`config.mk`:
```
export PLATFORM = sky130hd
export DESIGN_NAME = rce_ram
export DESIGN_NICKNAME = d
export VERILOG_FILES = /design/src/rce_ram.sv
export SDC_FILE = /design/constraint.sdc
export NUM_CORES = 1
export LEC_CHECK = 0
export BUFFER_PORTS_ARGS = -buffer_cell sky130_fd_sc_hd__buf_2
export CAP_MARGIN = 0
export CORE_UTILIZATION = 50
export DETAILED_ROUTE_END_ITERATION = 10
export PLACE_DENSITY_LB_ADDON = 0.08
export SLEW_MARGIN = 20
export SYNTH_ARGS = -nofsm -noshare
export SYNTH_HDL_FRONTEND = slang
export SYNTH_SLANG_ARGS = --single-unit
```
`constraint.sdc`:
```
create_clock -name clock -period 8.2 [get_ports clock]
set_input_delay 1.23 -clock clock [delete_from_list [all_inputs] [get_ports clock]]
set_output_delay 1.23 -clock clock [all_outputs]
set_load 0.03 [all_outputs]
```
`src/rce_ram.sv`:
```
`timescale 1ns / 1ps

module rce_ram #(
   parameter int WIDTH = 24,
   parameter int DEPTH = 64
) (
   input  logic                     clock,
   input  logic                     wr_en,
   input  logic [$clog2(DEPTH)-1:0] wr_addr,
   input  logic [WIDTH-1:0]         wr_data,
   input  logic                     rd_en,
   input  logic [$clog2(DEPTH)-1:0] rd_addr,
   output logic [WIDTH-1:0]         rd_data
);

   logic [WIDTH-1:0] mem_ff [DEPTH];
   logic [WIDTH-1:0] rd_data_ff;

   // Write one entry
   always_ff @(posedge clock) begin
      if (wr_en) begin
         mem_ff[wr_addr] <= wr_data;
      end
   end

   // Register the read; hold the data while no read is issued
   always_ff @(posedge clock) begin
      if (rd_en) begin
         rd_data_ff <= mem_ff[rd_addr];
      end
   end

   assign rd_data = rd_data_ff;

endmodule

```
; ---- After elaboration in Yosys (flattened, before gate mapping)
; Memory sizes are Yosys's and may differ from the RTL's. A register that Yosys moved wholly into a read port is not among the register bits.
; Index checks and enable logic that the tools add are counted.
; W data, S select, Z words.
[totals]
regBits = 0
ram_bits = 1536
output_inout_bits = 24
mem_count = 1
[classes]
muxes = 2
[memory_table]
columns = memory, depth, width, read_ports, rd_ports_with_merged_regs, write_ports, line
row1 = mem_ff, 64, 24, 1, 1, 1, 16  ; logic [WIDTH-1:0] mem_ff [DEPTH];
[ops]
columns = cell, count
row1 = $mux W1, 2

; ---- Depth between registers and ports, before layout
[logic_depth]
depth_word = 2
depth_mapped = 9

; ---- Worst setup path before layout
; No wires, ideal clock.
[synth_timing]
path_kind = input-to-reg
start = input wr_addr[3]
end = memory mem_ff[48][0], enable pin
setup_time_ps = 435
arrival_time_ps = 3392
t_required_ps = 7765
path_slack_ps = 4373
path_stages = 4
n_path_buf = 1
path_cell_list = clkbuf_1 > nor2b_1 > nand4b_1 > nor3_1
[synth_rtl]
columns = element, line
row1 = from (decl), 9  ; input logic [$clog2(DEPTH)-1:0] wr_addr,
row2 = to (decl), 16
; No word-level cell before the write port.

==> flow_summary.toml <==
[synth]
count_of_distinct_cell_types_in_the_synthesized_netlist = 39
avg_synthesized_cell_area_um2 = 22.8
synth_top_cell_area_share_pct = 78.7
synth_edf_count = 1560
synthesis.yosys.warnings = 0
syn_area_um2 = 59500
synthesized_netlist_cell_count = 2610
yosys.area.top_type = "edfxtp_1"
postSynthRegisterBits = 1560
synthArstFlopShare_pct = 0
synth_top_cells_by_area = "edfxtp_1 79%, mux4_2 13%, mux2i_1 1.6%"
seq_area_frac_synth_pct = 78.7
mappedNetlistNets = 2649
synth-main-ff-cell = "edfxtp_1"

[cells_and_area]
seq_area_um2 = 46800
design_area_um2 = 67100
layout.filler_cells = 8568
drive_above_1_share_pct = 29.8
final_net_count = 2839
synthToLayoutAreaGrowth_pct = 12.7
instances_no_fill = 4461
multiInputGateArea_um2 = 12100

[timing]
worst_hold_slack_ns = 0.895
finalSetupViolCount = 0
final_max_slew_viol_count = 0
max_slew_margin_pct = 32.4
setup_total_negative_slack_ns = 0
final_hold_viol_count = 0
post-route-period-util_pct = 47.5
grt_setup_unrepaired = "no"
worstMarginPinSlew_ns = 1.01
fin_worst_skew_ns = 0.0252
period_needed_ns = 3.89
fmaxAchievable_ghz = 0.257
post_layout_worst_setup_margin_ns = 4.31

[flow_run]
maximum_capacitance_violations = 0

[clocking]
htreeDepth = 4
cts_sinks = 1560
cts_made_buffers = 157
post_cts_resized = 0
clockBufferDepth = 3
tritoncts = "yes"
reg_clk_slew_reported_paths_ns = 0.06
worst_skew_pair.late_latency_ns = 0.76
cts_hold_buffers = 0
setup_buffers_after_cts = 0
clk_root_buffer_cell = "clkbuf_16"

[floorplanning]
start_util_pct = 50.4
die_height_um = 347
floorplan.die_area_um2 = 120000
core-area_um2 = 118000
core.rowCount = 126
ioPinCount = 63
dieWidth_um = 347

[critical_path]
ff2ff_setup_slack_ns = 5.79
rr_endpoint = "rd_data[4]"
critical_path_at_ns = 4.41
path_max_fanout = 100
crit_path_start_kind = "input port"
critical_path.endpoint_type = "register"
worst_r2r_path_depth = 5
worst-setup-path-type = "in2reg"
timing.rr.start = "mem_ff[55][4]"
worst-endpoint-required_ns = 8.72

[hold_path]
hold_path.class = "reg2reg"
worstHoldEndpoint = "rd_data[23]"
whs_path_depth = 4
holdCritStartpoint = "mem_ff[36][23]"

[placement]
numPlacedInstances = 4176
post_placement_cell_area_um2 = 62100
dp_worst_setup_slack_ns = 3.43
detailed_place_hpwl_mm = 88.9
portBuffers = 62
gp_routability_congestion = 0.810

[global_routing]
globalRouteOverflowTotal = 0
grt_util_all_layers_pct = 26.9
pin_count_of_the_biggest_net_entering_global_routing = 107
grt_first_pass_wirelength_mm = 225
antenna_violations_before_repair = 12
number_of_global_route_vias_before_repair = 29396

[power_and_ir_drop]
net-switching-power_mw = 3.53
p_seq_share_pct = 53.3
peakVddDrop_v = 0.000226
switch_share_pct = 21.2
p_int_mw = 13.1
clockPowerShare_pct = 41.7
powerDensity_nw_per_um2 = 249
power.static_leakage_nw = 21.1
p_comb_share_pct = 5.0

[routing]
drc = 0
route.final.wire_length_mm = 158
route.vias.total = 28883
detail_route.vias_per_cell = 6.47
wl_per_cell_um = 35.5
antenna_violating_nets_post_route = 0
drt_first_pass_iters = 5
detailedRoute.firstIterationViolations = 3659

[status]
result_of_the_run = "completed"
-- final cells by class --
class | instances | area share [%]
clock buffers | 194 | 6.22
repair buffers | 173 | 1.89
flip-flops and latches | 1560 | 69.8
clock inverters | 87 | 1.13
well taps | 1536 | 2.87
multi-input cells | 906 | 18.0
inverters | 2 | 0.0112
diodes | 3 | 0.0112
-- placed cells by master (no fill, tap or decap), drive strengths merged, types with 16 or more instances in the layout --
cell type     n
a21oi        22
edfxtp     1560
nor2         80
a221oi       52
clkbuf      195
mux4        355
nand3        20
o22ai        53
o21ai        18
nand2        36
buf         172
a22oi        29
mux2i        95
and3         16
clkinv       66
mux2         53
-- power by group through the flow --
stage | clock network (mW) | registers, mW | logic, mW
2_1_floorplan | 0 | 9.05 | 0.436
3_3_place_gp | 0 | 9.05 | 0.824
3_5_place_dp | 0 | 9.05 | 0.838
4_1_cts | 7.04 | 8.89 | 0.839
5_1_grt | 7.33 | 8.89 | 0.880
6_report | 6.95 | 8.89 | 0.831
-- sequential cells by signal, indices dropped and copies added, names as in the netlist --
name	flops
rd_data	24
mem_ff	1536
-- worst max-delay path, stage by stage --
cell	delay, ns
buf_8	0.64
buf_4	0.85
mux4_2	0.43
mux2_2	0.29
o22ai_1	0.30
a221oi_1	0.11
buf_4	0.22
o21a_1	0.17
-- through the flow --
stage / utilization, % / power [mW]
after floorplan: - / 9.49
after global placement: 52.6 / 9.88
after detailed placement: 52.6 / 9.89
after CTS: 56.8 / 16.8
after global routing: 56.8 / 17.1
final: 56.8 / 16.7
-- cell families after synthesis --
family,synth area share [%]
AND/OR/NAND/NOR,1.55
multiplexers,16.0
flip-flops,78.7
AO/OA/AOI/OAI,2.43
buffers and inverters,1.31
-- synth_stat cells (2+ instances only) --
cell type	n
clkbuf_1	44
buf_6	8
a221o_1	4
nor2_1	80
o21ai_0	12
o211ai_1	2
nor3_1	2
buf_2	45
mux4_2	355
o22ai_1	53
nor2b_1	9
a31oi_1	13
and3_1	16
or2_2	3
o21a_1	13
mux2_2	53
and2_1	3
mux2i_1	95
or3_1	10
a21oi_1	22
buf_1	13
edfxtp_1	1560
nand3_1	20
buf_4	31
nand3b_1	3
nand4_1	2
nand2b_1	6
nand2_1	36
a221oi_1	52
o21ai_1	6
a22oi_1	29
or3b_2	3
-- routing by layer --
layer | global-route usage [%] | up-vias | routed length, µm
met4 | 7.45 | 4 | 3930
met1 | 39.8 | 15741 | 66400
met3 | 5.39 | 235 | 13900
met5 | 0 | - | 66
li1 | - | 11540 | -
met2 | 41.2 | 1363 | 73800
-- how the worst max path moves through the flow --
stage               slack, ns        from             to  depth (start not counted)
finish                   4.31  rd_addr[2]     rd_data[6]                          8
CTS                      4.26  rd_addr[0]     rd_data[4]                          8
global placement         3.17  rd_addr[2]     rd_data[6]                          7
global route             4.11  rd_addr[0]     rd_data[4]                          8
detailed placement       3.43  rd_addr[0]     rd_data[4]                          8
floorplan                4.37  wr_addr[3]  mem_ff[48][0]                          4
Power figures use the tool's default switching activity.
