$ cat config.mk
export PLATFORM = sky130hd
export DESIGN_NAME = rce_accum
export DESIGN_NICKNAME = d
export VERILOG_FILES = /design/src/rce_pkg.sv /design/src/rce_accum.sv
export SDC_FILE = /design/constraint.sdc
export NUM_CORES = 1
export LEC_CHECK = 0
export BUFFER_PORTS_ARGS = -buffer_cell sky130_fd_sc_hd__buf_2
export CAP_MARGIN = 20
export CORE_MARGIN = 1.5
export CORE_UTILIZATION = 40
export DETAILED_ROUTE_END_ITERATION = 10
export HOLD_SLACK_MARGIN = 0.03
export PLACE_DENSITY = 0.61
export SLEW_MARGIN = 20
export SYNTH_ARGS = -nofsm -noshare
export SYNTH_HDL_FRONTEND = slang
export SYNTH_SLANG_ARGS = --single-unit
$ cat constraint.sdc
create_clock -name clock -period 5.9 [get_ports clock]
set_input_delay 1.18 -clock clock [delete_from_list [all_inputs] [get_ports clock]]
set_output_delay 1.18 -clock clock [all_outputs]
set_load 0.02 [all_outputs]
$ cat src/rce_pkg.sv
`timescale 1ns / 1ps

package rce_pkg;

   // Field widths of the request and response transfers
   localparam int CMD_W      = 2;
   localparam int ROW_W      = 6;
   localparam int DIST_IN_W  = 24;
   localparam int COST_W     = 32;

   // Defaults for the top-level parameters
   localparam int DEF_MAX_CUSTOMERS = 64;
   localparam int DEF_DIST_BITS     = 24;

   // Request commands; code 3 is unused
   typedef enum logic [CMD_W-1:0] {
      CMD_PAIR  = 2'd0,
      CMD_DEPOT = 2'd1,
      CMD_VISIT = 2'd2
   } cmd_type;

   // Per-visit control carried from the table read into the accumulate stage
   typedef struct packed {
      logic in_route;   // add the pair distance from the previous customer
      logic first_ok;   // first term addresses a table entry that exists
      logic close;      // route closes here: add the depot distance again
      logic depot_ok;   // customer index lies within the depot table
      logic emit;       // last visit of the solution: send the total
   } visit_ctl_type;

endpackage

$ cat src/rce_accum.sv
`timescale 1ns / 1ps

module rce_accum #(
   parameter int DIST_BITS = 24
) (
   input  logic                          clock,
   input  logic                          reset,
   input  logic                          load,
   input  rce_pkg::visit_ctl_type        ctl,
   input  logic [DIST_BITS-1:0]          pair_data,
   input  logic [DIST_BITS-1:0]          depot_data,
   output logic                          hold,
   output logic                          rsp_valid,
   input  logic                          rsp_stall,
   output logic [rce_pkg::COST_W-1:0]    rsp_total_cost,
   output logic                          rsp_cost_saturated
);

   import rce_pkg::*;

   localparam int SUM_W = COST_W + 2;

   logic                  s1_valid_ff, s1_valid_in;
   visit_ctl_type         s1_ctl_ff;
   logic [COST_W-1:0]     acc_ff, acc_in;
   logic                  sat_ff, sat_in;
   logic                  rsp_valid_ff, rsp_valid_in;
   logic [COST_W-1:0]     rsp_total_ff;
   logic                  rsp_sat_ff;

   logic                  advance;
   logic [DIST_BITS-1:0]  first_term;
   logic [DIST_BITS-1:0]  close_term;
   logic [SUM_W-1:0]      sum;
   logic                  overflow;
   logic [COST_W-1:0]     new_total;
   logic                  new_sat;

   // Stall the stage only when it must emit and the response register is blocked
   assign advance = s1_valid_ff && !(s1_ctl_ff.emit && rsp_valid_ff && rsp_stall);
   assign hold    = s1_valid_ff && !advance;

   // Pick the distances this visit adds
   always_comb begin
      first_term = '0;
      close_term = '0;
      if (s1_ctl_ff.first_ok) begin
         first_term = s1_ctl_ff.in_route ? pair_data : depot_data;
      end
      if (s1_ctl_ff.close && s1_ctl_ff.depot_ok) begin
         close_term = depot_data;
      end
   end

   // Add both terms at once; clamping once equals clamping after each add
   assign sum       = SUM_W'(acc_ff) + SUM_W'(first_term) + SUM_W'(close_term);
   assign overflow  = sum > SUM_W'({COST_W{1'b1}});
   assign new_total = overflow ? {COST_W{1'b1}} : sum[COST_W-1:0];
   assign new_sat   = sat_ff | overflow;

   // Next state of the stage and the accumulator
   always_comb begin
      s1_valid_in = s1_valid_ff;
      acc_in      = acc_ff;
      sat_in      = sat_ff;
      if (advance) begin
         s1_valid_in = 1'b0;
         if (s1_ctl_ff.emit) begin
            acc_in = '0;
            sat_in = 1'b0;
         end else begin
            acc_in = new_total;
            sat_in = new_sat;
         end
      end
      if (load) begin
         s1_valid_in = 1'b1;
      end
   end

   // Set the response on emit, drop it after its transfer
   always_comb begin
      priority if (advance && s1_ctl_ff.emit) begin
         rsp_valid_in = 1'b1;
      end else if (!rsp_stall) begin
         rsp_valid_in = 1'b0;
      end else begin
         rsp_valid_in = rsp_valid_ff;
      end
   end

   always_ff @(posedge clock) begin
      if (reset) begin
         s1_valid_ff  <= 1'b0;
         acc_ff       <= '0;
         sat_ff       <= 1'b0;
         rsp_valid_ff <= 1'b0;
      end else begin
         s1_valid_ff  <= s1_valid_in;
         acc_ff       <= acc_in;
         sat_ff       <= sat_in;
         rsp_valid_ff <= rsp_valid_in;
      end
   end

   // Capture visit control and the response payload
   always_ff @(posedge clock) begin
      if (load) begin
         s1_ctl_ff <= ctl;
      end
      if (advance && s1_ctl_ff.emit) begin
         rsp_total_ff <= new_total;
         rsp_sat_ff   <= new_sat;
      end
   end

   assign rsp_valid          = rsp_valid_ff;
   assign rsp_total_cost     = rsp_total_ff;
   assign rsp_cost_saturated = rsp_sat_ff;

endmodule

Yosys cells after proc, flatten, opt, wreduce, memory -nomap -nowiden
Index checks and enable logic that the tools add are counted.
{"block": "word_totals", "output_inout_bits": 35, "wordCells": 35, "regBits": 73}
{"block": "op_classes", "bitwise": 1, "eq_ne": 1, "magnitude_cmp": 1, "muxes": 10, "addsub": 2, "n_reduce_logical": 9}
{"cell": "2-to-1 mux 24 bit", "n": 3}
{"cell": "2-to-1 mux 32 bit", "n": 2}
{"cell": "adder 33 x 24 -> 34 bit", "n": 1}
{"cell": "greater-than comparator 34 x 32 -> 1 bit, second input constant", "n": 1}
{"cell": "adder 32 x 24 -> 33 bit", "n": 1}
{"cell": "logical AND 1 bit", "n": 6}
{"cell": "2-to-1 mux 1 bit", "n": 5}
{"cell": "zero test 1 bit", "n": 2}
{"cell": "inequality test 2 x 1 -> 1 bit, second input constant", "n": 1}
{"cell": "nonzero test 2 bit", "n": 1}
{"cell": "bitwise OR 1 bit", "n": 1}

Depth between registers and ports, before layout
Gate-level depths: netlist (run 1).
{"block": "logic_depth", "word_depth": 7, "depth_mapped": 18}

Least setup slack after synthesis (run 1)
OpenSTA, ideal clock, no wires.
{"block": "synth_path", "kind": "input port to flip-flop", "start": "in pair_data[1]", "end": "reg acc_ff[19]", "n_path_buf": 0, "path_stages": 14, "arrival_time_ps": 4260, "path_slack_ps": 1524, "setup_ps": 117, "path_cell_list": "mux2_2 -> nand2_1 -> fa_1 -> inv_1 -> ha_1 -> fa_1 -> a211oi_1 -> o211ai_1 -> a21boi_0 -> o21ai_0 -> a21boi_0 -> mux2i_1 -> nand3_1 -> a22o_1"}
{"block": "synth_between", "elab_chain_len": 7}
{"item": "start: declaration", "line_no": "rce_accum.sv:10", "text": "input logic [DIST_BITS-1:0] pair_data,"}
{"item": "2-to-1 mux 24 bit (*)", "line_no": "rce_accum.sv:48", "text": "first_term = s1_ctl_ff.in_route ? pair_data : depot_data;"}
{"item": "2-to-1 mux 24 bit (*)", "line_no": "rce_accum.sv:47", "text": "if (s1_ctl_ff.first_ok) begin"}
{"item": "adder 32 x 24 -> 33 bit (*)", "line_no": "rce_accum.sv:56", "text": "assign sum = SUM_W'(acc_ff) + SUM_W'(first_term) + SUM_W'(close_term);"}
{"item": "adder 33 x 24 -> 34 bit (*)", "line_no": "rce_accum.sv:56"}
{"item": "greater-than comparator 34 x 32 -> 1 bit", "line_no": "rce_accum.sv:57", "text": "assign overflow = sum > SUM_W'({COST_W{1'b1}});"}
{"item": "2-to-1 mux 32 bit (*)", "line_no": "rce_accum.sv:58", "text": "assign new_total = overflow ? {COST_W{1'b1}} : sum[COST_W-1:0];"}
{"item": "net new_total[19]", "line_no": "rce_accum.sv:36", "text": "logic [COST_W-1:0] new_total;"}
{"item": "2-to-1 mux 32 bit (*)", "line_no": "rce_accum.sv:68", "text": "if (s1_ctl_ff.emit) begin"}
{"item": "end signal: assignment", "line_no": "rce_accum.sv:100", "text": "acc_ff <= acc_in;"}
{"item": "end: declaration", "line_no": "rce_accum.sv:25", "text": "logic [COST_W-1:0] acc_ff, acc_in;"}
The timed path passes the listed nets; every way through them passes the cells marked *.
A chain may end at the register's enable or synchronous reset.

Final worst setup path (run 1)
{"block": "layout_path", "start": "reg s1_ctl_ff[4] (netlist bit)", "end": "reg acc_ff[29]"}
{"block": "layout_between", "elab_chain_len": 7}
{"item": "start: declaration", "line_no": "rce_accum.sv:24", "text": "visit_ctl_type s1_ctl_ff;"}
{"item": "start signal: assignment", "line_no": "rce_accum.sv:109", "text": "s1_ctl_ff <= ctl;"}
{"item": "2-to-1 mux 24 bit (*)", "line_no": "rce_accum.sv:48"}
{"item": "2-to-1 mux 24 bit (*)", "line_no": "rce_accum.sv:47"}
{"item": "adder 32 x 24 -> 33 bit (*)", "line_no": "rce_accum.sv:56"}
{"item": "adder 33 x 24 -> 34 bit (*)", "line_no": "rce_accum.sv:56"}
{"item": "greater-than comparator 34 x 32 -> 1 bit", "line_no": "rce_accum.sv:57"}
{"item": "2-to-1 mux 32 bit (*)", "line_no": "rce_accum.sv:58"}
{"item": "2-to-1 mux 32 bit (*)", "line_no": "rce_accum.sv:68"}
Mark *: on every way between the ends. The rest lies on a longest branch, timed or not.

==> flow_metrics.py, run 1 <==
metrics = {
    "outcome": {
        "status": "complete, no violations",
    },
    "critical_path": {
        "arrival_ns": 4.99,
        "worst-r2r-cell-count": 16,
        "worstPathMaxFanout": 12,
        "endpoint_kind": "flop",
        "worst-setup-path-type": "reg -> reg",
        "rr_endpoint": "acc_ff[29]$_SDFFE_PP0P_",
        "regToRegSetupSlack_ns": 1.12,
        "endpoint": "acc_ff[29]$_SDFFE_PP0P_",
        "crit_path_start": "s1_ctl_ff[4]$_DFFE_PP_",
        "cp_data_required_time_ns": 6.11,
        "startpoint_type": "flop",
        "rr_startpoint": "s1_ctl_ff[4]$_DFFE_PP_",
    },
    "placed_design": {
        "pre_cts_ws_ns": 0.963,
        "post-dp-hpwl_um": 9060,
        "place.gp.congestion": 0.840,
        "port_buffers": 91,
        "placed_cells": 694,
        "dpl_cell_area_um2": 5520,
    },
    "timing": {
        "worstMarginPinSlew_ns": 0.884,
        "fin_crit_sh_pct": 81.0,
        "fin_tns_setup_ns": 0,
        "timing.final.crit_period_ns": 4.78,
        "slew_viol_final": 0,
        "clock.fmax_mhz": 209,
        "report.final.hold_viol_count": 0,
        "max_slew_margin_pct": 41.1,
        "fin_skew_ns": 0.00736,
        "grt_setup_unrepaired": "false",
        "setup_viol": 0,
        "timing.final.ws_setup_ns": 1.12,
    },
    "cts": {
        "path_clk_slew_ns": 0.06,
        "cts_tree": "yes",
        "cts.sinks": 73,
        "root_buffer": "clkbuf_16",
        "cts_buffers": 9,
        "cts_htree_levels": 3,
        "post_cts_buffers": 0,
        "cts-resized-gates": 0,
        "clkLatencyLatePin_ns": 0.34,
        "ctsHoldBuffers": 0,
        "cts_max_path_buffers": 2,
    },
    "floorplanning": {
        "core_um2": 12000,
        "die_h_um": 114,
        "pin_count": 92,
        "initial_utilization_pct": 41.2,
        "die_area_um2": 13000,
        "rows": 40,
        "die_w_um": 114,
    },
    "route": {
        "postRouteWirelength_um": 12700,
        "drc": 0,
        "via_count": 3965,
        "antenna_left": 0,
        "wire_per_inst_um": 17.9,
        "drt_pass1_iterations": 4,
        "via_per_inst": 5.58,
        "first_iter_violations": 172,
    },
    "global_routing": {
        "grt_pass1_wl_um": 20600,
        "grt_remaining_overflow": 0,
        "grt_start_max_net_pins": 31,
        "grtUsageTotal_pct": 20.7,
        "antenna_found_initial": 0,
        "grt_pass1_vias": 4114,
    },
    "yosys": {
        "ys_types": 62,
        "synth_edf_count": 38,
        "synthTopCellsByArea": "edfxtp_1, dfxtp_1, fa_1",
        "postSynth.asyncResetShare_pct": 0,
        "post_synth.cell_area_avg_um2": 10.5,
        "ys_warn_count": 0,
        "ys_seq_area_share_pct": 37.2,
        "ys_seq_elements": 73,
        "yosysTopAreaCellShare_pct": 23.1,
        "synth.largest_area_cell": "edfxtp_1",
        "synth.cell_area_um2": 4940,
        "synth_flop_cell": "edfxtp_1",
        "synth_fp_nets": 576,
        "synth_cells": 470,
    },
    "finish": {
        "stdcell_count": 710,
        "nets": 664,
        "layout-drive-gt1-share_pct": 23.8,
        "fillers": 1116,
        "antenna_cells": 0,
        "stdcell_area_um2": 5840,
        "area.growth.synth_to_final_pct": 18.1,
        "multiInputGateArea_um2": 2920,
        "layout.area.seq_um2": 1840,
    },
    "pwr": {
        "power.switching_uw": 424,
        "p_leak_nw": 2.75,
        "powerDensity_nw_per_um2": 259,
        "combPwrFrac_pct": 22.1,
        "p_sw_share_pct": 28.0,
        "p_clk_share_pct": 38.6,
        "seqPwrFrac_pct": 39.4,
        "ir_drop_v": 0.000178,
        "p_int_mw": 1.09,
        "power.total_mw": 1.51,
    },
    "run": {
        "cap_violations": 0,
    },
    "min_path": {
        "min_path_type": "reg -> reg",
    },
}
## power groups by stage
stage               sequential (mW)  combinational (mW)  clock, mW
detailed placement            0.606               0.330          0
finish                        0.595               0.334      0.583
global route                  0.598               0.372      0.614
floorplan                     0.603               0.235          0
CTS                           0.596               0.334      0.589
global placement              0.605               0.326          0
## cells by family after synthesis
logic type | share of synthesized area (%)
and+or+nand+nor | 16.1
DFF | 37.2
xor gates and xnor gates | 3.37
adders and majority gates | 16.2
AOI/OAI and AO/OA | 17.3
muxes | 5.95
buffers and inverters | 3.85
## layout make-up
cell class	count	area share [%]
multi-input cells	360	50.0
flip-flops and latches	73	31.5
repair buffers	100	8.95
clock buffers	14	4.86
well taps	147	3.15
inverters	14	0.900
clock inverters	2	0.600
## how the worst min path moves through the flow
| stage | from | end | slack (ns) | depth (start not counted) |
|---|---|---|---|---|
| after floorplan | acc_ff[1]$_SDFFE_PP0P_ | acc_ff[1]$_SDFFE_PP0P_ | 0.44 | 1 |
| after global placement | rsp_valid$_SDFFE_PP0P_ | rsp_valid$_SDFFE_PP0P_ | 0.46 | 2 |
| after detailed placement | acc_ff[24]$_SDFFE_PP0P_ | acc_ff[24]$_SDFFE_PP0P_ | 0.47 | 1 |
| after CTS | rsp_valid$_SDFFE_PP0P_ | rsp_valid$_SDFFE_PP0P_ | 0.48 | 2 |
| after global routing | acc_ff[28]$_SDFFE_PP0P_ | acc_ff[28]$_SDFFE_PP0P_ | 0.50 | 1 |
| final | rsp_valid$_SDFFE_PP0P_ | rsp_valid$_SDFFE_PP0P_ | 0.48 | 2 |
## critical path: stages (launching register included)
cell	delay, ns
edfxtp_1	0.93
mux2_2	0.41
nand2_1	0.12
fa_1	0.44
inv_1	0.07
ha_1	0.22
fa_1	0.28
a211oi_1	0.11
o211ai_1	0.21
a21boi_0	0.12
buf_4	0.17
or4_1	0.51
a31oi_1	0.30
a21oi_1	0.11
buf_4	0.18
nor3_1	0.32
a311oi_1	0.15
## synth_stat cells, drive strengths merged (4+ instances only)
library cell  instances
nand2b                6
o211ai                5
xnor2                11
and2                  7
nor2b                24
and3                 29
ha                   24
mux2i                26
a31oi                 7
or2                   4
clkbuf               14
nor3                  7
a22o                 25
nand2                38
a21o                 13
buf                   5
fa                   25
edfxtp               38
nor2                 12
dfxtp                35
xor2                  8
o31a                  4
a21oi                24
o21ai                11
inv                  14
nand3                 7
## state kept, by name, indices dropped and copies added (netlist names)
register / count
acc_ff: 32
rsp_total_cost: 32
s1_ctl_ff: 5
rsp_cost_saturated: 1
rsp_valid: 1
s1_valid_ff: 1
sat_ff: 1
## per-layer routing
metal	wire, um	up-vias	track usage, %	part of all wire [%]
met1	5690	1907	26.9	45
met5	0	-	0	0
met2	6070	123	34.2	48
li1	-	1913	-	-
met3	662	22	3.97	5.2
met4	301	0	8.00	2.4
## through the flow
stage / util (%) / hold WS (ns)
floorplan: - / 0.442
global placement: 46.0 / 0.461
detailed placement: 46.0 / 0.471
CTS: 48.6 / 0.481
global route: 48.6 / 0.504
finish: 48.6 / 0.475
## cell usage in the layout, fill, tap and decap left out, types with 11 or more instances in the layout
master / Yosys / final
a21o_1: 13 / 13
a21oi_1: 24 / 24
a22o_1: 25 / 25
and3_1: 28 / 28
buf_2: 1 / 91
dfxtp_1: 35 / 35
edfxtp_1: 38 / 38
fa_1: 25 / 25
ha_1: 24 / 24
inv_1: 14 / 14
mux2i_1: 26 / 26
nand2_1: 38 / 38
nor2_1: 12 / 11
nor2b_1: 24 / 24
xnor2_1: 11 / 11
Power figures use the tool's default switching activity.
==> run 2, diff against run 1 <==
==> constraint.sdc (replaced) <==
create_clock -name clock -period 4.9 [get_ports clock]
set_input_delay 0.98 -clock clock [delete_from_list [all_inputs] [get_ports clock]]
set_output_delay 0.98 -clock clock [all_outputs]
set_load 0.02 [all_outputs]
==> flow_metrics.py, run 2 (synthesis gave the netlist of run 1 again) <==
metrics = {
    "cts": {
        "ctsHoldBuffers": 0,
        "cts-resized-gates": 0,
        "clkLatencyLatePin_ns": 0.35,
        "cts_max_path_buffers": 2,
        "post_cts_buffers": 0,
        "path_clk_slew_ns": 0.06,
        "cts_htree_levels": 3,
        "cts_buffers": 9,
        "cts_tree": "yes",
        "cts.sinks": 73,
        "root_buffer": "clkbuf_16",
    },
    "critical_path": {
        "arrival_ns": 4.60,
        "crit_path_start": "s1_ctl_ff[4]$_DFFE_PP_",
        "cp_data_required_time_ns": 5.00,
        "endpoint_kind": "flop",
        "worstPathMaxFanout": 24,
        "rr_startpoint": "s1_ctl_ff[4]$_DFFE_PP_",
        "startpoint_type": "flop",
        "worst-setup-path-type": "reg -> reg",
    },
    "placed_design": {
        "dpl_cell_area_um2": 5560,
        "port_buffers": 91,
        "place.gp.congestion": 0.859,
        "post-dp-hpwl_um": 9330,
    },
    "route": {
        "first_iter_violations": 185,
        "drc": 0,
        "drt_pass1_iterations": 4,
        "antenna_left": 0,
        "via_count": 3926,
        "via_per_inst": 5.50,
        "wire_per_inst_um": 17.3,
        "postRouteWirelength_um": 12300,
    },
    "floorplanning": {
        "initial_utilization_pct": 41.2,
        "pin_count": 92,
        "die_area_um2": 13000,
        "core_um2": 12000,
        "die_h_um": 114,
        "die_w_um": 114,
        "rows": 40,
    },
    "finish": {
        "final_cell_mix": "buf_2, nand2_1, edfxtp_1, dfxtp_1, and3_1",
        "nets": 668,
        "multiInputGateArea_um2": 2930,
        "area.growth.synth_to_final_pct": 19.7,
        "fillers": 1136,
        "final_common_cell": "buf_2",
        "layout-drive-gt1-share_pct": 24.3,
        "antenna_cells": 0,
        "stdcell_area_um2": 5920,
        "layout.area.seq_um2": 1840,
    },
    "pwr": {
        "combPwrFrac_pct": 22.1,
        "ir_drop_v": 0.000167,
        "powerDensity_nw_per_um2": 320,
        "p_clk_share_pct": 40.7,
        "p_leak_nw": 2.79,
        "p_sw_share_pct": 27.5,
        "power.switching_uw": 521,
        "p_int_mw": 1.37,
        "seqPwrFrac_pct": 37.2,
    },
    "global_routing": {
        "grt_pass1_vias": 4037,
        "grtUsageTotal_pct": 20.0,
        "grt_start_max_net_pins": 25,
        "grt_remaining_overflow": 0,
        "antenna_found_initial": 0,
        "grt_pass1_wl_um": 20000,
    },
    "timing": {
        "timing.final.crit_period_ns": 4.50,
        "max_slew_margin_pct": 35.2,
        "hold_slack_ns": 0.470,
        "worstMarginPinSlew_ns": 0.971,
        "slew_viol_final": 0,
        "report.final.hold_viol_count": 0,
        "grt_setup_unrepaired": "false",
        "fin_crit_sh_pct": 91.9,
        "clock.fmax_mhz": 222,
        "setup_viol": 0,
        "fin_tns_setup_ns": 0,
        "fin_skew_ns": 0.00856,
    },
    "outcome": {
        "status": "complete, no violations",
    },
    "min_path": {
        "min_from": "rsp_valid$_SDFFE_PP0P_",
        "min_path_type": "reg -> reg",
    },
    "run": {
        "cap_violations": 0,
    },
}
run 2: stage by stage:
stage	setup slack (ns)	instances	power, mW	utilization, %
2_1_floorplan	0.558	470	1.01	-
3_5_place_dp	0.100	698	1.13	46.3
6_report	0.395	714	1.89	49.3
5_1_grt	0.00722	714	1.99	49.3
3_3_place_gp	0.180	698	1.13	46.3
4_1_cts	0.407	714	1.91	49.2
run 2: power groups by stage:
| stage | Sequential [mW] | Combinational (mW) | Clock, mW |
|---|---|---|---|
| 5_1_grt | 0.709 | 0.469 | 0.808 |
| 3_3_place_gp | 0.717 | 0.410 | 0 |
| 4_1_cts | 0.705 | 0.419 | 0.784 |
| 6_report | 0.704 | 0.418 | 0.771 |
| 3_5_place_dp | 0.718 | 0.416 | 0 |
| 2_1_floorplan | 0.727 | 0.283 | 0 |
run 2: layout make-up:
| type | count | share of cell area (%) |
|---|---|---|
| multi-input cells | 360 | 49.4 |
| flip-flops and latches | 73 | 31.1 |
| repair buffers | 104 | 9.55 |
| clock buffers | 13 | 4.75 |
| well taps | 147 | 3.11 |
| clock inverters | 3 | 1.16 |
| inverters | 14 | 0.888 |
run 2: final timing paths:
check / to / slack (ns) / cells past startpoint
max: rsp_total_cost[31]$_DFFE_PP_ / 0.40 / 16
min: rsp_valid$_SDFFE_PP0P_ / 0.47 / 2
max reg2reg: rsp_total_cost[31]$_DFFE_PP_ / 0.40 / 16
min reg2reg: rsp_valid$_SDFFE_PP0P_ / 0.47 / 2
run 2: critical path: stages (launching register included):
cell	delay, ns
edfxtp_1	0.41
buf_12	0.20
mux2_2	0.24
nand2_1	0.07
fa_1	0.55
inv_1	0.05
ha_1	0.24
fa_1	0.44
a211oi_1	0.31
o211ai_1	0.12
a21boi_0	0.19
buf_4	0.17
or4_1	0.13
a31oi_1	0.11
a21oi_1	0.68
o21ai_0	0.17
o31a_2	0.15
run 2: routing by layer:
metal  GRT usage, %  up-vias  wire, um
met5              0        -         0
met4           7.42        0       155
met3           4.55       14       824
met2           32.9      121      5790
met1           25.9     1867      5560
li1               -     1924         -
==> run 3, diff against run 2 <==
--- a/config.mk
+++ b/config.mk
@@ -5,13 +5,15 @@
 export SDC_FILE = /design/constraint.sdc
 export NUM_CORES = 1
 export LEC_CHECK = 0
+export ABC_AREA = 1
 export BUFFER_PORTS_ARGS = -buffer_cell sky130_fd_sc_hd__buf_2
 export CAP_MARGIN = 20
 export CORE_MARGIN = 1.5
 export CORE_UTILIZATION = 40
 export DETAILED_ROUTE_END_ITERATION = 10
 export HOLD_SLACK_MARGIN = 0.03
-export PLACE_DENSITY = 0.61
+export PLACE_DENSITY = 0.6
+export REMOVE_ABC_BUFFERS = 1
 export SLEW_MARGIN = 20
 export SYNTH_ARGS = -nofsm -noshare
 export SYNTH_HDL_FRONTEND = slang
==> constraint.sdc (replaced) <==
create_clock -name clock -period 5.69 [get_ports clock]
set_input_delay 1.138 -clock clock [delete_from_list [all_inputs] [get_ports clock]]
set_output_delay 1.138 -clock clock [all_outputs]
set_load 0.02 [all_outputs]
==> flow_metrics.py, run 3 <==
metrics = {
    "route": {
        "via_count": 4883,
        "first_iter_violations": 192,
        "drc": 0,
        "via_per_inst": 4.57,
        "postRouteWirelength_um": 14100,
        "antenna_left": 0,
        "wire_per_inst_um": 13.2,
        "drt_pass1_iterations": 4,
    },
    "timing": {
        "slew_viol_final": 0,
        "fin_skew_ns": 0.00851,
        "report.final.hold_viol_count": 0,
        "clock.fmax_mhz": 243,
        "timing.final.ws_setup_ns": 1.57,
        "fin_crit_sh_pct": 72.4,
        "max_slew_margin_pct": 30.5,
        "timing.final.crit_period_ns": 4.12,
        "grt_setup_unrepaired": "false",
        "worstMarginPinSlew_ns": 1.04,
        "setup_viol": 0,
        "fin_tns_setup_ns": 0,
    },
    "outcome": {
        "status": "complete, no violations",
    },
    "yosys": {
        "synth_cells": 794,
        "synth_compound_area_share_pct": 11.0,
        "postSynth.asyncResetShare_pct": 0,
        "ys_types": 32,
        "synth_flop_cell": "edfxtp_1",
        "synthTopCellsByArea": "edfxtp_1, nand2_1, dfxtp_1",
        "synth.mux.area_fraction_pct": 0,
        "ys_seq_area_share_pct": 31.2,
        "yosys-top-cells-count": "nand2_1, inv_1, nor2_1",
        "synth_edf_count": 38,
        "synth_fa_ha_area_share_pct": 13.5,
        "synth-simple-area-share_pct": 31.8,
        "synth.cell_area_um2": 5910,
        "ys_seq_elements": 73,
        "ys_warn_count": 0,
        "synth-xor-area-share_pct": 2.07,
        "post_synth.cell_area_avg_um2": 7.45,
        "synth_top_family_by_area": "simple AND/OR/NAND/NOR gates",
        "yosysMostFrequentCell": "nand2_1",
        "yosysTopAreaCellShare_pct": 19.3,
        "synth.largest_area_cell": "edfxtp_1",
    },
    "global_routing": {
        "grtUsageTotal_pct": 19.0,
        "grt_remaining_overflow": 0,
        "grt_pass1_wl_um": 23700,
        "grt_start_max_net_pins": 48,
        "antenna_found_initial": 0,
        "grt_pass1_vias": 4823,
    },
    "critical_path": {
        "path_cells": "o21ai_0 -> a21oi_1 -> fa_1 -> ha_1 -> nand2_2 -> inv_2 -> a21oi_2 -> nand2_1 -> a21oi_1 -> nand2_2 -> nand2_4 -> buf_4 -> nand2_4 -> nand2_1 -> a21oi_2",
        "cp_data_required_time_ns": 5.88,
        "crit_slowest_cell": "edfxtp_1",
        "rr_endpoint": "acc_ff[2]$_SDFFE_PP0P_",
        "worstPathMaxFanout": 24,
        "startpoint_type": "flop",
        "regToRegSetupSlack_ns": 1.57,
        "endpoint_kind": "flop",
        "cp_top_family": "simple AND/OR/NAND/NOR gates",
        "crit_path_start": "s1_ctl_ff[3]$_DFFE_PP_",
        "worst-setup-path-type": "reg -> reg",
        "max_stage_delay_ns": 0.89,
        "worst-r2r-cell-count": 15,
        "arrival_ns": 4.31,
        "rr_startpoint": "s1_ctl_ff[3]$_DFFE_PP_",
        "worstPathBufferInverterCount": 2,
    },
    "cts": {
        "cts-resized-gates": 0,
        "root_buffer": "clkbuf_16",
        "cts_max_path_buffers": 2,
        "cts.sinks": 73,
        "post_cts_buffers": 0,
        "cts_buffers": 9,
        "clkLatencyLatePin_ns": 0.34,
        "cts_htree_levels": 3,
        "cts_tree": "yes",
        "ctsHoldBuffers": 0,
        "path_clk_slew_ns": 0.06,
    },
    "placed_design": {
        "post-dp-hpwl_um": 10800,
        "port_buffers": 91,
        "pre_cts_ws_ns": 1.35,
        "dpl_cell_area_um2": 6520,
        "place.gp.congestion": 0.942,
    },
    "finish": {
        "final_cell_mix": "nand2_1, inv_1, buf_2, nor2_1, a21oi_1",
        "layout-drive-gt1-share_pct": 23.1,
        "antenna_cells": 0,
        "final_common_cell": "nand2_1",
        "nets": 986,
        "final_util_pct": 47.2,
        "stdcell_area_um2": 6830,
        "area.growth.synth_to_final_pct": 15.6,
        "fillers": 1495,
    },
    "floorplanning": {
        "initial_utilization_pct": 40.8,
        "die_area_um2": 15500,
        "core_um2": 14500,
        "pin_count": 92,
        "die_w_um": 125,
        "die_h_um": 125,
        "rows": 44,
    },
    "pwr": {
        "powerDensity_nw_per_um2": 240,
        "p_leak_nw": 3.41,
        "ir_drop_v": 0.000128,
    },
    "run": {
        "cap_violations": 0,
    },
    "min_path": {
        "min_path_type": "reg -> reg",
        "min_from": "acc_ff[1]$_SDFFE_PP0P_",
        "whs_endpoint": "acc_ff[1]$_SDFFE_PP0P_",
        "hold_depth": 2,
    },
}
run 3: metrics by stage:
stage	hold slack [ns]	total power, mW	cells
floorplan	0.451	0.935	772
global placement	0.475	1.05	1053
detailed placement	0.474	1.05	1053
CTS	0.485	1.66	1069
global route	0.500	1.73	1069
finish	0.485	1.64	1069
run 3: worst min-delay path, cell delays in order (launching register included):
cell     delay [ns]
dfxtp_1        0.31
nand2_1        0.08
a21oi_2        0.05
run 3: power by group:
part	switching [mW]	internal (mW)	total, mW
combinational	0.271	0.163	0.434
sequential	0.0148	0.591	0.605
clock	0.221	0.381	0.602
run 3: worst max path at each step:
stage          slack [ns]                            to  cells after the start
4_1_cts              1.47        acc_ff[2]$_SDFFE_PP0P_                     15
3_5_place_dp         1.35        acc_ff[2]$_SDFFE_PP0P_                     16
3_3_place_gp         1.37       acc_ff[11]$_SDFFE_PP0P_                     16
2_1_floorplan        1.81  rsp_total_cost[21]$_DFFE_PP_                     14
5_1_grt              1.16       acc_ff[13]$_SDFFE_PP0P_                     17
6_report             1.57        acc_ff[2]$_SDFFE_PP0P_                     15
run 3: kinds of logic (layout without fill, tap and decap cells):
group           after synthesis  count (layout)
compound gates              104             104
simple gates                400             400
buf+inv                     154             245
xor+xnor                     14              14
flops                        73              73
fa+ha+maj                    49              49
run 3: routing by layer:
layer / track usage [%] / part of all wire (%)
met5: 0 / 0
met4: 6.83 / 1.8
met3: 2.88 / 3.8
met2: 29.2 / 43
met1: 27.2 / 52
run 3: layout make-up:
| class | count | area, um2 | share of cell area (%) |
|---|---|---|---|
| multi-input combinational | 567 | 3450 | 50.5 |
| sequential | 73 | 1840 | 27.0 |
| timing repair buffer | 97 | 500 | 7.33 |
| inverter | 132 | 495 | 7.25 |
| tap | 184 | 230 | 3.37 |
| clock buffer | 10 | 229 | 3.35 |
| clock inverter | 6 | 82.6 | 1.21 |
